File: src/design/mah_pkg.sv
// Shared constants and types for the moving-average hysteresis switch.
package mah_pkg;

  localparam int unsigned WINDOW   = 10;
  localparam int unsigned SAMPLE_W = 12;
  localparam int unsigned SUM_W    = 16;
  localparam int unsigned CNT_W    = $clog2(WINDOW + 1);
  localparam int unsigned SLOT_W   = (WINDOW > 1) ? $clog2(WINDOW) : 1;
  localparam int unsigned QSTEP_W  = $clog2(SUM_W);

  localparam int unsigned CFG_IDX_W = 2;
  localparam int unsigned CFG_W     = SAMPLE_W;

  localparam logic [CFG_IDX_W-1:0] REG_ON_THR  = CFG_IDX_W'(0);
  localparam logic [CFG_IDX_W-1:0] REG_OFF_THR = CFG_IDX_W'(1);

  localparam logic [SAMPLE_W-1:0] ON_THR_RST  = SAMPLE_W'(2500);
  localparam logic [SAMPLE_W-1:0] OFF_THR_RST = SAMPLE_W'(2000);

  localparam int unsigned IN_TDATA_W  = 16;
  localparam int unsigned OUT_TDATA_W = 16;

  // Running sum and fill count after the latest sample.
  typedef struct packed {
    logic [SUM_W-1:0] sum;
    logic [CNT_W-1:0] count;
  } ring_status_t;

  // Handshake between the sequencer and the divider.
  typedef struct packed {
    logic start;
    logic done;
  } div_ctrl_t;

endpackage

File: src/design/moving_average_hysteresis_switch.sv
// Top level: moving-average filter with a hysteresis switch on the average.
//
// Samples enter on the s_axis channel, one 12-bit reading per beat in
// s_axis_tdata[11:0]. Each accepted beat yields exactly one result beat on the
// m_axis channel: the truncated mean of the samples in the window, the switch
// level after this sample and a flag that marks a change of level.
// The user must write the two thresholds through the cfg port only while the
// block is idle; the block itself does not enforce this.
// One sample occupies the block from acceptance to a valid result. The window
// is updated at the accepting edge. Then the divider is loaded, and it produces
// one quotient bit per cycle. The quotient is then handed over, and a last step
// loads the output register. s_axis_tready is low during that time and rises in
// the cycle after the load, so the block takes no new sample until the result
// of the last one is loaded.
// The result sits in an output register; a new sample is taken while it
// waits. If the receiver stalls, the next finished result waits in the
// divider until the output register is free, and no sample is taken then.
//
// Reset clears the window, the running sum, the fill count and the switch
// level (off) and restores the default thresholds.
module moving_average_hysteresis_switch (
  input  logic                                clk_i,
  input  logic                                rst_ni,
  input  logic                                s_axis_tvalid,
  output logic                                s_axis_tready,
  input  logic [mah_pkg::IN_TDATA_W-1:0]      s_axis_tdata,  // [11:0] sample
  output logic                                m_axis_tvalid,
  input  logic                                m_axis_tready,
  // [11:0] average, [12] switch_on, [13] switch_changed
  output logic [mah_pkg::OUT_TDATA_W-1:0]     m_axis_tdata,
  input  logic                                cfg_we_i,
  input  logic [mah_pkg::CFG_IDX_W-1:0]       cfg_idx_i,
  input  logic [mah_pkg::CFG_W-1:0]           cfg_data_i
);
  import mah_pkg::*;

  localparam logic [1:0] ST_IDLE  = 2'd0;
  localparam logic [1:0] ST_START = 2'd1;
  localparam logic [1:0] ST_DIV   = 2'd2;
  localparam logic [1:0] ST_HOLD  = 2'd3;

  logic [1:0]          state_q;
  logic [1:0]          state_d;
  logic [SAMPLE_W-1:0] on_thr_q;
  logic [SAMPLE_W-1:0] off_thr_q;
  logic                level_q;
  logic                out_valid_q;
  logic [SAMPLE_W-1:0] out_avg_q;
  logic                out_on_q;
  logic                out_chg_q;

  logic                in_fire;
  logic                out_free;
  logic                load_out;
  logic                level_d;
  logic                changed;
  logic [SAMPLE_W-1:0] avg;
  ring_status_t        ring_status;
  div_ctrl_t           div_in;
  div_ctrl_t           div_out;
  logic [SUM_W-1:0]    quotient;

  assign s_axis_tready = (state_q == ST_IDLE);
  assign in_fire       = s_axis_tvalid && s_axis_tready;
  assign out_free      = !out_valid_q || m_axis_tready;
  assign load_out      = (state_q == ST_HOLD) && out_free;

  mah_ring u_ring (
    .clk_i    (clk_i),
    .rst_ni   (rst_ni),
    .wr_en_i  (in_fire),
    .sample_i (s_axis_tdata[SAMPLE_W-1:0]),
    .status_o (ring_status)
  );

  assign div_in.start = (state_q == ST_START);
  assign div_in.done  = 1'b0;

  mah_div u_div (
    .clk_i      (clk_i),
    .rst_ni     (rst_ni),
    .ctrl_i     (div_in),
    .ctrl_o     (div_out),
    .dividend_i (ring_status.sum),
    .divisor_i  (ring_status.count),
    .quotient_o (quotient)
  );

  always_comb begin
    state_d = state_q;
    unique case (state_q)
      ST_IDLE:  if (in_fire) state_d = ST_START;
      ST_START: state_d = ST_DIV;
      ST_DIV:   if (div_out.done) state_d = ST_HOLD;
      ST_HOLD:  if (out_free) state_d = ST_IDLE;
      default:  state_d = ST_IDLE;
    endcase
  end

  // Only the rule for the present level is tested, so one sample toggles at most once.
  always_comb begin
    avg     = quotient[SAMPLE_W-1:0];
    level_d = level_q;
    changed = 1'b0;
    if (!level_q) begin
      if (avg > on_thr_q) begin
        level_d = 1'b1;
        changed = 1'b1;
      end
    end else begin
      if (avg < off_thr_q) begin
        level_d = 1'b0;
        changed = 1'b1;
      end
    end
  end

  always_ff @(posedge clk_i or negedge rst_ni) begin
    if (!rst_ni) begin
      state_q     <= ST_IDLE;
      level_q     <= 1'b0;
      out_valid_q <= 1'b0;
      on_thr_q    <= ON_THR_RST;
      off_thr_q   <= OFF_THR_RST;
    end else begin
      state_q <= state_d;
      if (load_out) begin
        level_q     <= level_d;
        out_valid_q <= 1'b1;
      end else if (m_axis_tready) begin
        out_valid_q <= 1'b0;
      end
      if (cfg_we_i) begin
        unique case (cfg_idx_i)
          REG_ON_THR:  on_thr_q  <= cfg_data_i[SAMPLE_W-1:0];
          REG_OFF_THR: off_thr_q <= cfg_data_i[SAMPLE_W-1:0];
          default:     ;
        endcase
      end
    end
  end

  always_ff @(posedge clk_i) begin
    if (load_out) begin
      out_avg_q <= avg;
      out_on_q  <= level_d;
      out_chg_q <= changed;
    end
  end

  assign m_axis_tvalid = out_valid_q;
  assign m_axis_tdata  = {{(OUT_TDATA_W - SAMPLE_W - 2){1'b0}}, out_chg_q, out_on_q, out_avg_q};

endmodule

File: src/design/mah_ring.sv
// Sample window: ring of the last samples, running sum and fill count.
module mah_ring (
  input  logic                          clk_i,
  input  logic                          rst_ni,
  input  logic                          wr_en_i,
  input  logic [mah_pkg::SAMPLE_W-1:0]  sample_i,
  output mah_pkg::ring_status_t         status_o
);
  import mah_pkg::*;

  logic [SAMPLE_W-1:0] ring_q [WINDOW];
  logic [SLOT_W-1:0]   slot_q;
  logic [SLOT_W-1:0]   slot_d;
  logic [SUM_W-1:0]    sum_q;
  logic [SUM_W-1:0]    sum_d;
  logic [CNT_W-1:0]    fill_q;
  logic [CNT_W-1:0]    fill_d;

  always_comb begin
    sum_d  = sum_q - SUM_W'(ring_q[slot_q]) + SUM_W'(sample_i);
    slot_d = (slot_q == SLOT_W'(WINDOW - 1)) ? '0 : slot_q + SLOT_W'(1);
    fill_d = (fill_q == CNT_W'(WINDOW)) ? fill_q : fill_q + CNT_W'(1);
  end

  always_ff @(posedge clk_i or negedge rst_ni) begin
    if (!rst_ni) begin
      for (int i = 0; i < WINDOW; i++) begin
        ring_q[i] <= '0;
      end
      slot_q <= '0;
      sum_q  <= '0;
      fill_q <= '0;
    end else if (wr_en_i) begin
      ring_q[slot_q] <= sample_i;
      slot_q         <= slot_d;
      sum_q          <= sum_d;
      fill_q         <= fill_d;
    end
  end

  assign status_o.sum   = sum_q;
  assign status_o.count = fill_q;

endmodule

File: src/design/mah_div.sv
// Restoring divider: one quotient bit per cycle through a shared subtractor.
module mah_div (
  input  logic                        clk_i,
  input  logic                        rst_ni,
  input  mah_pkg::div_ctrl_t          ctrl_i,
  output mah_pkg::div_ctrl_t          ctrl_o,
  input  logic [mah_pkg::SUM_W-1:0]   dividend_i,
  input  logic [mah_pkg::CNT_W-1:0]   divisor_i,
  output logic [mah_pkg::SUM_W-1:0]   quotient_o
);
  import mah_pkg::*;

  logic               busy_q;
  logic               done_q;
  logic [QSTEP_W-1:0] step_q;
  logic [SUM_W-1:0]   quo_q;
  logic [CNT_W-1:0]   rem_q;
  logic [CNT_W-1:0]   dvs_q;
  logic [CNT_W:0]     trial;
  logic               ge;

  // Shift the next dividend bit into the partial remainder and try a subtract.
  always_comb begin
    trial = {rem_q, quo_q[SUM_W-1]};
    ge    = (trial >= {1'b0, dvs_q});
  end

  always_ff @(posedge clk_i or negedge rst_ni) begin
    if (!rst_ni) begin
      busy_q <= 1'b0;
      done_q <= 1'b0;
      step_q <= '0;
    end else begin
      done_q <= 1'b0;
      if (ctrl_i.start) begin
        busy_q <= 1'b1;
        step_q <= '0;
      end else if (busy_q) begin
        step_q <= step_q + QSTEP_W'(1);
        if (step_q == QSTEP_W'(SUM_W - 1)) begin
          busy_q <= 1'b0;
          done_q <= 1'b1;
        end
      end
    end
  end

  always_ff @(posedge clk_i) begin
    if (ctrl_i.start) begin
      quo_q <= dividend_i;
      rem_q <= '0;
      dvs_q <= divisor_i;
    end else if (busy_q) begin
      quo_q <= {quo_q[SUM_W-2:0], ge};
      rem_q <= ge ? CNT_W'(trial - {1'b0, dvs_q}) : trial[CNT_W-1:0];
    end
  end

  assign ctrl_o.start = busy_q;
  assign ctrl_o.done  = done_q;
  assign quotient_o   = quo_q;

endmodule

File: config.mk
export PLATFORM = sky130hd
export DESIGN_NAME = moving_average_hysteresis_switch
export DESIGN_NICKNAME = d
export VERILOG_FILES = /design/src/design/mah_pkg.sv /design/src/design/moving_average_hysteresis_switch.sv /design/src/design/mah_ring.sv /design/src/design/mah_div.sv
export SDC_FILE = /design/constraint.sdc
export NUM_CORES = 1
export LEC_CHECK = 0
export BUFFER_PORTS_ARGS = -buffer_cell sky130_fd_sc_hd__clkbuf_2
export CAP_MARGIN = 10
export CORE_MARGIN = 3
export CORE_UTILIZATION = 60
export CTS_BUF_LIST = sky130_fd_sc_hd__clkbuf_16
export DETAILED_ROUTE_END_ITERATION = 8
export GPL_TIMING_DRIVEN = 0
export PLACE_DENSITY_LB_ADDON = 0.3
export SLEW_MARGIN = 20
export SYNTH_ARGS = -nofsm -noshare
export SYNTH_HDL_FRONTEND = slang
export SYNTH_SLANG_ARGS = --single-unit
File: constraint.sdc
create_clock -name clk_i -period 5.1 [get_ports clk_i]
set_clock_uncertainty 0.15 [all_clocks]
set_input_delay 0.765 -clock clk_i [delete_from_list [all_inputs] [get_ports clk_i]]
set_output_delay 0.765 -clock clk_i [all_outputs]
set_load 0.02 [all_outputs]
**Word-level counts from Yosys, hierarchy flattened**

Cells that the tools add are included.

- Register bits: 216
- Bits of input ports: 35
- Output and inout bits: 18
- Logic and storage cells: 92

- $add $sub $neg: 6
- Magnitude comparators: 5
- Equality and inequality tests: 10
- Multiplexer cells: 29
- Bitwise operators: 2
- Reduce and logical (&&, ||, !) cells: 13

Operator list:

| cell | count |
|---|---|
| 120-bit bitwise mux | 1 |
| 12-bit binary-select mux with 4-bit select | 1 |
| 12-bit demux with 4-bit select | 1 |
| 12-bit two-way mux | 3 |
| 16-bit two-way mux | 2 |
| 16-bit by 12-bit adder with 16-bit output | 1 |
| 4-bit two-way mux | 4 |
| 16-bit by 12-bit subtractor with 16-bit output | 1 |
| 1-bit two-way mux | 13 |
| 4-bit by 1-bit adder with 4-bit output (second input constant) | 3 |
| 4-bit == test (second input constant) | 3 |
| 12-bit > comparator | 1 |
| 12-bit < comparator | 1 |
| 2-bit case mux with 4 select lines | 1 |
| 2-bit two-way mux | 3 |
| 2-bit AND reduction | 3 |
| 5-bit by 4-bit >= comparator with 1-bit output | 1 |
| 5-bit >= comparator (second input constant) | 1 |
| 5-bit by 1-bit < comparator with 1-bit output (second input constant) | 1 |
| 4-bit NOT with 5-bit output | 1 |
| 2-bit by 1-bit == test with 1-bit output (second input constant) | 2 |
| 2-bit == test (second input constant) | 2 |
| 2-bit logical NOT | 2 |
| 2-bit by 1-bit inequality test with 1-bit output (second input constant) | 2 |
| other kinds (8) | 11 |

**Depth between registers and ports, before layout**

Gate-level depths: netlist (run 1).

- Depth in word-level cells: 6
- Depth in mapped cells: 16
- Gate-level depth less buffers: 14

**Hierarchy**

A second synthesis (run 1) with hierarchy kept.

- Cells, all modules: 944
- Area total of the unflattened synthesis: 11005.6 um2

Modules (own cells, without submodules):

| module | times used | cells an instance | area each (um2) | seq. area each (um2) |
|---|---|---|---|---|
| mah_ring | 1 | 647 | 7382.1 | 3603.5 |
| moving_average_hysteresis_switch | 1 | 194 | 2205.9 | 1134.8 |
| mah_div | 1 | 103 | 1417.6 | 830.8 |

**Least setup slack after synthesis (run 1)**

Ideal clock, no wire load.

- Path kind: reg-to-reg
- From: register u_ring.slot_q[0]
- To: register u_ring.sum_q[14]
- Library setup time: 0.135 ns
- Arrival time: 3.612 ns
- Data required time: 4.815 ns
- Setup slack: 1.203 ns
- Stages on the path, launching flop included: 15
- Path buffers: 2
- Clock period less this slack: 3.897 ns
- Cells stage by stage: dfrtp_1 -> buf_2 -> buf_2 -> mux4_2 -> mux2i_1 -> o21ai_0 -> fa_1 -> inv_1 -> fa_1 -> a211oi_1 -> o211ai_1 -> a41oi_1 -> o21ai_0 -> xnor2_1 -> o21ai_0

- Cells in the longest elaborated chain, start to end: 6

RTL lines:

| what | RTL line | text |
|---|---|---|
| from (decl) | mah_ring.sv:12 | `logic [SLOT_W-1:0] slot_q;` |
| from (signal assigned) | mah_ring.sv:35 | `slot_q <= slot_d;` |
| 4-bit NOT with 5-bit output (implied by the code) | mah_ring.sv:20 | `sum_d = sum_q - SUM_W'(ring_q[slot_q]) + SUM_W'(sample_i);` |
| 12-bit binary-select mux with 4-bit select | mah_ring.sv:20 |  |
| 12-bit two-way mux (implied by the code) (2 in series) | mah_ring.sv:20 |  |
| 16-bit by 12-bit subtractor with 16-bit output | mah_ring.sv:20 |  |
| 16-bit by 12-bit adder with 16-bit output | mah_ring.sv:20 |  |
| to (signal assigned) | mah_ring.sv:36 | `sum_q <= sum_d;` |
| to (decl) | mah_ring.sv:14 | `logic [SUM_W-1:0] sum_q;` |

No other way between the ends. The select of a mux whose other input is x is not followed.
A chain may end at the register's enable or synchronous reset.

**Final worst setup path (run 1)**

- From: register u_ring.slot_q[1]
- To: register u_ring.sum_q[14]

Same word-level chain as after synthesis.

==> impl_metrics.json, run 1 <==
{
  "outcome": "completed",
  "p_per_area_nw_per_um2": 679,
  "tritoncts": "yes",
  "boundaryPins": 53,
  "total_of_warnings_raised_by_yosys": 0,
  "slew-limit-headroom_pct": 47.6,
  "finalWeightedCongestion": 0.858,
  "top_post_synthesis_cells_by_area": "sky130_fd_sc_hd__dfrtp_1, sky130_fd_sc_hd__mux2_2, sky130_fd_sc_hd__edfxtp_1",
  "synthDistinctLibCells": 58,
  "timing.hold.ws_ns": 0.0532,
  "diodes": 0,
  "core_area_sq_um": 17500,
  "cts_hold_buffers": 0,
  "dpl_cell_area_sq_um": 11400,
  "hold_violations": 0,
  "power_leakage_nw": 5.59,
  "clock_network_fraction_of_total_power_pct": 17.5,
  "leading_cell_type_by_number_of_instances_after_synthesis": "sky130_fd_sc_hd__dfrtp_1",
  "clk_path_buf_depth": 3,
  "seq_area_frac_synth_pct": 51.5,
  "yosys-top-cells-count": "sky130_fd_sc_hd__dfrtp_1, sky130_fd_sc_hd__o21ai_0, sky130_fd_sc_hd__nand2_1",
  "number_of_enable_flip_flop_cells_after_synthesis": 34,
  "report.final.slew_viol_count": 0,
  "timing.fmax_ghz": 0.221,
  "part_of_the_power_in_registers_pct": 36.3,
  "net-switching-power_mw": 3.13,
  "ff2ff_setup_slack_ns": 0.57,
  "grt_pass1_vias": 7419,
  "drt_wl_total_mm": 22.7,
  "drt_pre_antenna_iters": 5,
  "grt_usage_pct": 23.7,
  "drt.antenna.violating_nets": 0,
  "worst_r2r_path_depth": 15,
  "wire_per_inst_um": 18.3,
  "drt_first_iter_violations": 419,
  "critical_path.max_fanout": 10,
  "r2r_start": "u_ring.slot_q[1]$_DFFE_PN0P_",
  "area.growth.synth_to_final_pct": 11.3,
  "crit_path_top_delay_cell": "sky130_fd_sc_hd__fa_1",
  "layout.core_utilization_pct": 68.8,
  "num-nets-final": 1101,
  "final-setup-viol-count": 0,
  "worst_r2r_endpoint": "u_ring.sum_q[14]$_DFFE_PN0P_",
  "viasPerCell": 5.79,
  "yosysTopAreaCell": "sky130_fd_sc_hd__dfrtp_1",
  "buffer_ports.inserted": 46,
  "wire_length_of_the_first_global_routing_pass_mm": 38.2,
  "async_reset_ff_share_pct": 82.4,
  "row_count": 48,
  "number_of_storage_elements_in_the_synthesis_netlist": 216,
  "skew_pair_late_insertion_delay_ns": 0.51,
  "grt_setup_unrepaired": "false",
  "max-cap-violations": 0,
  "syn_inst": 930,
  "fill_cells": 1267,
  "fin_setup_tns_ns": 0,
  "final_period_utilization_pct": 88.8,
  "stdcell_area_sq_um": 12000,
  "dp_worst_setup_slack_ns": 0.625,
  "detailed_place_hpwl_mm": 16.6,
  "design.die.area_sq_um": 19700,
  "chipWidth_um": 140,
  "tritoncts_num_sinks": 216,
  "route.vias.total": 7200,
  "yosys_most_used_dff": "sky130_fd_sc_hd__dfrtp_1",
  "final_critical_path_setup_slack_ns": 0.573,
  "die_h_um": 140,
  "num_cts_buffers": 22,
  "finalCriticalPeriod_ns": 4.53,
  "worst_path_dominant_cell_family": "compound AO/OA/AOI/OAI gates",
  "max-vdd-ir-drop_mv": 0.583,
  "gr-total-overflow": 0,
  "intPower_mw": 5.03,
  "initial_core_util_pct": 61.8,
  "drive_gt1_share_pct": 22.5,
  "switching_share_of_power_pct": 38.3,
  "antenna_found_initial": 0,
  "cts_clk_pin_slew_worst_paths_ns": 0.06,
  "largest_net_degree_at_the_start_of_global_routing": 72,
  "critical_path.max_stage_delay_ns": 0.50,
  "critPathRequiredTime_ns": 5.31,
  "cts_post_setup_buffers_inserted": 0,
  "synth.avg_cell_area_sq_um": 11.6,
  "critical_path_buf_inv_count": 4,
  "power.share.combinational_pct": 46.2,
  "timing_worst_setup_path_type": "flop to flop",
  "cts.repair.resized": 0,
  "netlist.area_leader.share_pct": 38.7,
  "worstSetupEndpointType": "flop",
  "netlist_area_sq_um": 10800,
  "worst_ep_arrival_ns": 4.74,
  "cp_cell_sequence": "buf_2 > buf_2 > buf_2 > mux4_2 > mux2i_1 > o21ai_0 > fa_1 > inv_1 > fa_1 > a211oi_1 > o211ai_1 > a41oi_1 > o21ai_0 > xnor2_1 > o21ai_0",
  "cp-start-kind": "flop",
  "route.detailed.drc": 0,
  "cts_root_buf": "sky130_fd_sc_hd__clkbuf_16",
  "min-delay-path-class": "input port to asynchronous set/reset pin",
  "htree_levels": 1,
  "tightest_slew_ns": 0.786
}
-- through the flow --
stage	instances	power, mW
after CTS	1244	8.20
after global placement	1202	6.55
after global routing	1244	8.85
after detailed placement	1204	6.71
after floorplan	931	5.78
final	1244	8.16
-- worst reg2reg max path, delay by kind of cell (launching register included) --
| family | cells | cell delay, ns |
|---|---|---|
| AO/OA/AOI/OAI | 6 | 1.37 |
| XOR/XNOR | 1 | 0.17 |
| adder cells (fa/ha/maj) | 2 | 0.97 |
| buffers and inverters | 4 | 0.89 |
| flip-flops | 1 | 0.31 |
| multiplexers | 2 | 0.52 |
-- per-layer routing --
| layer | part of all wire (%) | vias to the layer above | global-route usage (%) | routed length, um |
|---|---|---|---|---|
| li1 | - | 3400 | - | - |
| met1 | 43 | 3587 | 32.5 | 9760 |
| met2 | 50 | 180 | 40.8 | 11500 |
| met3 | 4.9 | 33 | 3.28 | 1110 |
| met4 | 1.7 | 0 | 5.10 | 388 |
| met5 | 0 | - | 0 | 0 |
-- flip-flops by register name, summed over array words and instances (netlist names) --
| signal | cells |
|---|---|
| u_div.done_q | 1 |
| u_ring.slot_q | 4 |
| out_on_q | 1 |
| u_div.step_q | 4 |
| u_div.dvs_q | 4 |
| u_div.busy_q | 1 |
| off_thr_q | 12 |
| out_avg_q | 12 |
| out_chg_q | 1 |
| on_thr_q | 12 |
| u_ring.sum_q | 16 |
| state_q | 2 |
| m_axis_tvalid | 1 |
| level_q | 1 |
| u_ring.fill_q | 4 |
| u_div.rem_q | 4 |
| u_ring.ring_q | 120 |
| u_div.quotient_o | 16 |
-- power groups by stage --
stage          Sequential (mW)  Clock (mW)  Combinational (mW)
6_report                  2.96        1.43                3.77
4_1_cts                   2.96        1.46                3.78
3_3_place_gp              2.94           0                3.60
3_5_place_dp              2.98           0                3.73
2_1_floorplan             2.85           0                2.93
5_1_grt                   3.04        1.53                4.29
-- kinds of logic after synthesis --
| logic type | Yosys count | synth area share, % |
|---|---|---|
| buffers and inverters | 130 | 4.97 |
| and+or+nand+nor | 181 | 7.47 |
| xor gates and xnor gates | 19 | 1.54 |
| muxes | 132 | 16.1 |
| adders and majority gates | 63 | 8.20 |
| other | 1 | 0.0347 |
| AOI/OAI and AO/OA | 188 | 10.2 |
| DFF | 216 | 51.5 |
-- cells in the final DEF, fill, tap and decap left out, drive strengths merged, types with 4 or more instances in the layout --
cell type,Yosys,final
dfrtp,167,167
o21ai,111,111
nand2,109,109
mux2,94,94
clkbuf,26,94
inv,82,88
ha,50,50
edfxtp,34,34
nor2,26,26
mux4,24,24
buf,22,24
a21oi,20,20
mux2i,14,14
a21o,14,14
fa,13,13
xnor2,12,12
clkinv,0,12
dfstp,11,11
nand2b,10,10
a22oi,10,10
a211oi,9,9
nand3,8,8
nand4,7,7
xor2,7,7
nor2b,4,4
dfxtp,4,4
-- worst max-delay path by stage --
| stage | start | end | cells past startpoint |
|---|---|---|---|
| 2_1_floorplan | u_ring.slot_q[0]$_DFFE_PN0P_ | u_ring.sum_q[14]$_DFFE_PN0P_ | 14 |
| 3_3_place_gp | rst_ni | u_div.step_q[0]$_DFFE_PN0P_ | 1 |
| 3_5_place_dp | u_ring.slot_q[0]$_DFFE_PN0P_ | u_ring.sum_q[14]$_DFFE_PN0P_ | 14 |
| 4_1_cts | u_ring.slot_q[1]$_DFFE_PN0P_ | u_ring.sum_q[14]$_DFFE_PN0P_ | 14 |
| 5_1_grt | u_ring.slot_q[1]$_DFFE_PN0P_ | u_ring.sum_q[14]$_DFFE_PN0P_ | 14 |
| 6_report | u_ring.slot_q[1]$_DFFE_PN0P_ | u_ring.sum_q[14]$_DFFE_PN0P_ | 15 |
-- cell type report --
| type | count | area (sq um) | area share [%] |
|---|---|---|---|
| Buffer | 48 | 229 | 1.90 |
| Clock buffer | 22 | 551 | 4.58 |
| Clock inverter | 18 | 86.3 | 0.718 |
| Inverter | 82 | 308 | 2.56 |
| Multi-Input combinational cell | 585 | 4710 | 39.1 |
| Sequential cell | 216 | 5570 | 46.3 |
| Tap cell | 225 | 282 | 2.34 |
| Timing Repair Buffer | 48 | 294 | 2.45 |
Note: power is estimated with default switching activity, not from simulation.
==> inputs of run 2 (changes only) <==
- BUFFER_PORTS_ARGS: -buffer_cell sky130_fd_sc_hd__clkbuf_2 -> -buffer_cell sky130_fd_sc_hd__buf_2
==> run 2 against run 1 <==
  * Sequential power barely moved
  * Largest cell class unchanged
  * Global-route usage grew 0.29 points
  * Flip-flop and latch count is the same
  * Worst hold slack better by 0.27 ns
  * Register-to-register slack got worse by 0.08 ns
  * Core utilization increased by 0.69 points
  * Critical path type unchanged
==> impl_metrics.json, run 2 (synthesis results as in run 1) <==
{
  "drt_first_iter_violations": 505,
  "detailed_place_hpwl_mm": 16.6,
  "cts_clk_pin_slew_worst_paths_ns": 0.06,
  "switching_share_of_power_pct": 37.8,
  "layout.cells.non_filler": 1247,
  "ff2ff_setup_slack_ns": 0.50,
  "critical_path_s_most_frequent_cell": "sky130_fd_sc_hd__o21ai_0",
  "crit_path_top_delay_cell": "sky130_fd_sc_hd__clkbuf_1",
  "largest_net_degree_at_the_start_of_global_routing": 76,
  "core_area_sq_um": 17500,
  "drt.antenna.violating_nets": 0,
  "cp_cell_sequence": "buf_2 > clkbuf_1 > mux4_2 > mux2i_1 > o21ai_0 > fa_1 > inv_1 > fa_1 > a211oi_1 > o211ai_1 > a41oi_1 > o21ai_0 > xnor2_1 > o21ai_0",
  "finalCriticalPeriod_ns": 4.60,
  "power_leakage_nw": 5.62,
  "max-vdd-ir-drop_mv": 0.458,
  "gr-total-overflow": 0,
  "htree_levels": 1,
  "chipWidth_um": 140,
  "tightest_slew_ns": 0.791,
  "p_per_area_nw_per_um2": 692,
  "final-setup-viol-count": 0,
  "slew-limit-headroom_pct": 47.3,
  "grt_usage_pct": 24.0,
  "tritoncts_num_sinks": 216,
  "num-nets-final": 1103,
  "cp-start-kind": "flop",
  "worst_r2r_path_depth": 14,
  "buffer_ports.inserted": 46,
  "report.final.slew_viol_count": 0,
  "outcome": "completed",
  "max-cap-violations": 0,
  "diodes": 0,
  "drt_pre_antenna_iters": 5,
  "area.growth.synth_to_final_pct": 12.4,
  "route.vias.total": 7281,
  "part_of_the_power_in_registers_pct": 35.2,
  "min-delay-path-class": "input port to flop",
  "layout.core_utilization_pct": 69.5,
  "hold_violations": 0,
  "layout.cells.most_common": "sky130_fd_sc_hd__dfrtp_1",
  "intPower_mw": 5.23,
  "initial_core_util_pct": 61.8,
  "row_count": 48,
  "mostFrequentLayoutCells": "sky130_fd_sc_hd__dfrtp_1, sky130_fd_sc_hd__o21ai_0, sky130_fd_sc_hd__nand2_1",
  "critical_path.max_fanout": 10,
  "die_h_um": 140,
  "critPathRequiredTime_ns": 5.32,
  "worst_ep_arrival_ns": 4.82,
  "net-switching-power_mw": 3.18,
  "skew_pair_late_insertion_delay_ns": 0.52,
  "numPlacedInstances": 1204,
  "worstSetupEndpointType": "flop",
  "tritoncts": "yes",
  "grt_pass1_vias": 7575,
  "wire_per_inst_um": 18.3,
  "cts.repair.resized": 0,
  "grt_setup_unrepaired": "false",
  "worst_r2r_endpoint": "u_ring.sum_q[14]$_DFFE_PN0P_",
  "r2r_start": "u_ring.slot_q[1]$_DFFE_PN0P_",
  "finalWeightedCongestion": 0.854,
  "viasPerCell": 5.84,
  "cts_root_buf": "sky130_fd_sc_hd__clkbuf_16",
  "boundaryPins": 53,
  "fin_setup_tns_ns": 0,
  "startpoint": "u_ring.slot_q[1]$_DFFE_PN0P_",
  "power.share.combinational_pct": 45.1,
  "design.die.area_sq_um": 19700,
  "worst_setup_path_endpoint": "u_ring.sum_q[14]$_DFFE_PN0P_",
  "timing_worst_setup_path_type": "flop to flop",
  "clk_path_buf_depth": 3,
  "clock_network_fraction_of_total_power_pct": 19.7,
  "critical_path.max_stage_delay_ns": 0.58,
  "route.detailed.drc": 0,
  "largest_register": "u_ring.ring_q",
  "antenna_found_initial": 0,
  "final_period_utilization_pct": 90.3,
  "wire_length_of_the_first_global_routing_pass_mm": 38.6,
  "drive_gt1_share_pct": 22.7,
  "timing.fmax_ghz": 0.217,
  "largest_register_ff_count": 120,
  "cts_post_setup_buffers_inserted": 0,
  "num_cts_buffers": 23,
  "drt_wl_total_mm": 22.8
}
run 2: layout make-up:
cell class	instances	area, sq um
Clock buffer	23	576
Sequential cell	216	5570
Inverter	82	308
Timing Repair Buffer	49	305
Multi-Input combinational cell	585	4710
Buffer	48	229
Fill cell	1236	5330
Tap cell	225	282
Clock inverter	19	171
run 2: worst min path at each step:
| stage | from | to | slack [ns] | cells after the start |
|---|---|---|---|---|
| finish | cfg_data_i[4] | on_thr_q[4]$_DFFE_PN0P_ | 0.32 | 3 |
| floorplan | u_div.quotient_o[0]$_DFFE_PP_ | out_avg_q[0]$_DFFE_PP_ | 0.29 | 0 |
| global placement | u_ring.ring_q[94]$_DFFE_PN0P_ | u_ring.ring_q[94]$_DFFE_PN0P_ | 0.31 | 2 |
| CTS | cfg_data_i[4] | on_thr_q[4]$_DFFE_PN0P_ | 0.31 | 3 |
| detailed placement | u_ring.ring_q[87]$_DFFE_PN0P_ | u_ring.ring_q[87]$_DFFE_PN0P_ | 0.32 | 2 |
| global route | cfg_data_i[4] | on_thr_q[4]$_DFFE_PN0P_ | 0.34 | 3 |
run 2: through the flow:
| stage | setup WS (ns) | hold slack, ns | instance area, sq um | total power, mW |
|---|---|---|---|---|
| floorplan | 1.20 | 0.291 | 10800 | 5.78 |
| global placement | 0.256 | 0.306 | 11300 | 6.54 |
| detailed placement | 0.609 | 0.316 | 11400 | 6.72 |
| CTS | 0.571 | 0.311 | 12100 | 8.41 |
| global route | 0.252 | 0.336 | 12100 | 9.06 |
| finish | 0.496 | 0.325 | 12100 | 8.41 |
run 2: what timing repair did:
item                                    CTS  global route
hold buffers                              1             0
endpoints found under the setup margin    0             0
hold endpoints to repair                 42             0
run 2: power by group through the flow:
stage / logic [mW] / registers, mW / clock network, mW
finish: 3.79 / 2.96 / 1.65
global route: 4.27 / 3.04 / 1.75
CTS: 3.78 / 2.96 / 1.67
detailed placement: 3.74 / 2.98 / 0
global placement: 3.60 / 2.94 / 0
floorplan: 2.93 / 2.85 / 0
run 2: worst max-delay path: cells and delay by family (launching register included):
family / cells / cell delay [ns]
xor gates and xnor gates: 1 / 0.16
buffers and inverters: 3 / 0.84
AOI/OAI and AO/OA: 6 / 1.39
muxes: 2 / 0.61
DFF: 1 / 0.33
adders and majority gates: 2 / 0.98
run 2: routing by layer:
metal | GRT usage (%) | wire length (um) | vias up
met5 | 0 | 0 | -
met4 | 6.17 | 511 | 0
met3 | 3.07 | 933 | 40
met2 | 40.8 | 11300 | 191
met1 | 33.1 | 10100 | 3651
li1 | - | - | 3399
==> inputs of run 3 (changes only) <==
==> constraint.sdc (replaced) <==
create_clock -name clk_i -period 5.1 [get_ports clk_i]
set_clock_uncertainty 0.15 [all_clocks]
set_input_delay 1.02 -clock clk_i [delete_from_list [all_inputs] [get_ports clk_i]]
set_output_delay 1.02 -clock clk_i [all_outputs]
set_load 0.02 [all_outputs]
==> run 3 against run 2 <==
  * Wire length about the same
  * Maximum frequency shrank 0.13%
  * Non-clock buffer count fell by 1
  * Highest routed layer unchanged
  * Via count grew 0.19%
  * Worst hold slack worse by 0.10 ns
  * Register-to-register slack barely moved
  * Worst setup slack worse by 0.0060 ns
  * First-iteration DRC count fell by 9.7%
  * Combinational power barely moved
  * Flip-flop and latch count unchanged
  * Die area is the same
==> impl_metrics.json, run 3 (synthesis results as in run 1) <==
{
  "outcome": "completed",
  "worst_ep_arrival_ns": 4.83,
  "cts_root_buf": "sky130_fd_sc_hd__clkbuf_16",
  "p_per_area_nw_per_um2": 692,
  "tritoncts_num_sinks": 216,
  "gr-total-overflow": 0,
  "finalCriticalPeriod_ns": 4.61,
  "slew-limit-headroom_pct": 45.4,
  "regArea_sq_um": 5570,
  "route.vias.total": 7295,
  "cp-start-kind": "flop",
  "buffer_ports.inserted": 46,
  "report.final.slew_viol_count": 0,
  "clk_path_buf_depth": 3,
  "layout.cells.most_common": "sky130_fd_sc_hd__dfrtp_1",
  "max-vdd-ir-drop_mv": 0.455,
  "timing.hold.ws_ns": 0.222,
  "final-setup-viol-count": 0,
  "cts.repair.resized": 0,
  "worst_setup_path_endpoint": "u_ring.sum_q[14]$_DFFE_PN0P_",
  "ff2ff_setup_slack_ns": 0.49,
  "final_critical_path_setup_slack_ns": 0.490,
  "route.detailed.drc": 0,
  "num-nets-final": 1102,
  "drt_wl_total_mm": 22.8,
  "drt_pre_antenna_iters": 5,
  "row_count": 48,
  "area.growth.synth_to_final_pct": 12.3,
  "initial_core_util_pct": 61.8,
  "tightest_slew_ns": 0.819,
  "num_cts_buffers": 23,
  "hold_violations": 0,
  "cp_cell_sequence": "buf_2 > clkbuf_1 > mux4_2 > mux2i_1 > o21ai_0 > fa_1 > inv_1 > fa_1 > a211oi_1 > o211ai_1 > a41oi_1 > o21ai_0 > xnor2_1 > o21ai_0",
  "mostFrequentLayoutCells": "sky130_fd_sc_hd__dfrtp_1, sky130_fd_sc_hd__o21ai_0, sky130_fd_sc_hd__nand2_1",
  "multiInputGateArea_sq_um": 4710,
  "critical_path.max_stage_delay_ns": 0.57,
  "timing.fmax_ghz": 0.217,
  "power_leakage_nw": 5.62,
  "dp_worst_setup_slack_ns": 0.609,
  "largest_register_ff_count": 120,
  "critical_path_s_most_frequent_cell": "sky130_fd_sc_hd__o21ai_0",
  "power_mw": 8.40,
  "diodes": 0,
  "tritoncts": "yes",
  "timing_worst_setup_path_type": "flop to flop",
  "grt_setup_unrepaired": "false",
  "design.die.area_sq_um": 19700,
  "critPathRequiredTime_ns": 5.32,
  "largest_net_degree_at_the_start_of_global_routing": 76,
  "boundaryPins": 53,
  "core_area_sq_um": 17500,
  "worst_path_dominant_cell_family": "compound AO/OA/AOI/OAI gates",
  "finalWeightedCongestion": 0.854,
  "crit_path_top_delay_cell": "sky130_fd_sc_hd__clkbuf_1",
  "critical_path_buf_inv_count": 3,
  "grt_pass1_vias": 7550,
  "final_period_utilization_pct": 90.4,
  "detailed_place_hpwl_mm": 16.6,
  "cts_post_setup_buffers_inserted": 0,
  "die_h_um": 140,
  "drt_first_iter_violations": 456,
  "critical_path.max_fanout": 10,
  "fin_setup_tns_ns": 0,
  "viasPerCell": 5.85,
  "worst_r2r_endpoint": "u_ring.sum_q[14]$_DFFE_PN0P_",
  "largest_register": "u_ring.ring_q",
  "cts_clk_pin_slew_worst_paths_ns": 0.06,
  "drive_gt1_share_pct": 22.7,
  "startpoint": "u_ring.slot_q[1]$_DFFE_PN0P_",
  "htree_levels": 1,
  "cts_hold_buffers": 0,
  "wire_length_of_the_first_global_routing_pass_mm": 38.6,
  "critical_path_cell_count": 14,
  "chipWidth_um": 140,
  "skew_pair_late_insertion_delay_ns": 0.52,
  "antenna_found_initial": 0,
  "grt_usage_pct": 24.0,
  "fill_cells": 1234,
  "drt.antenna.violating_nets": 0,
  "worst_r2r_path_depth": 14,
  "r2r_start": "u_ring.slot_q[1]$_DFFE_PN0P_",
  "wire_per_inst_um": 18.3,
  "worstSetupEndpointType": "flop",
  "max-cap-violations": 0,
  "min-delay-path-class": "input port to asynchronous set/reset pin"
}
## run 3: worst min path at each step
stage / from / to / slack, ns
after floorplan: u_div.quotient_o[0]$_DFFE_PP_ / out_avg_q[0]$_DFFE_PP_ / 0.29
after global routing: rst_ni / u_ring.ring_q[45]$_DFFE_PN0P_ / 0.24
after detailed placement: u_ring.ring_q[87]$_DFFE_PN0P_ / u_ring.ring_q[87]$_DFFE_PN0P_ / 0.32
after global placement: u_ring.ring_q[94]$_DFFE_PN0P_ / u_ring.ring_q[94]$_DFFE_PN0P_ / 0.31
final: rst_ni / u_ring.ring_q[55]$_DFFE_PN0P_ / 0.22
after CTS: rst_ni / u_ring.ring_q[55]$_DFFE_PN0P_ / 0.22
## run 3: through the flow
stage	instance area, sq um	util, %	instances
detailed placement	11400	65.2	1204
floorplan	10800	-	931
CTS	12100	69.4	1246
finish	12100	69.4	1246
global placement	11300	64.8	1202
global route	12100	69.4	1246
## run 3: final cells by class
type / instances / area share (%)
flip-flops and latches: 216 / 45.9
multi-input cells: 585 / 38.8
clock buffers: 23 / 4.74
inverters: 82 / 2.54
repair buffers: 48 / 2.43
well taps: 225 / 2.32
plain buffers: 48 / 1.89
clock inverters: 19 / 1.41
## run 3: metal layers
metal	global-route usage (%)	vias to the layer above	routed length, um
met5	0	-	0
met3	3.07	40	1010
li1	-	3401	-
met2	40.7	200	11300
met4	6.12	0	528
met1	33.2	3654	9960
## run 3: report_power, final
group	switching [mW]	total, mW	internal [mW]	leakage [nW]
logic	2.06	3.79	1.73	2.61
registers	0.435	2.96	2.52	2.63
clock network	0.679	1.65	0.975	0.376
total	3.17	8.40	5.23	5.62
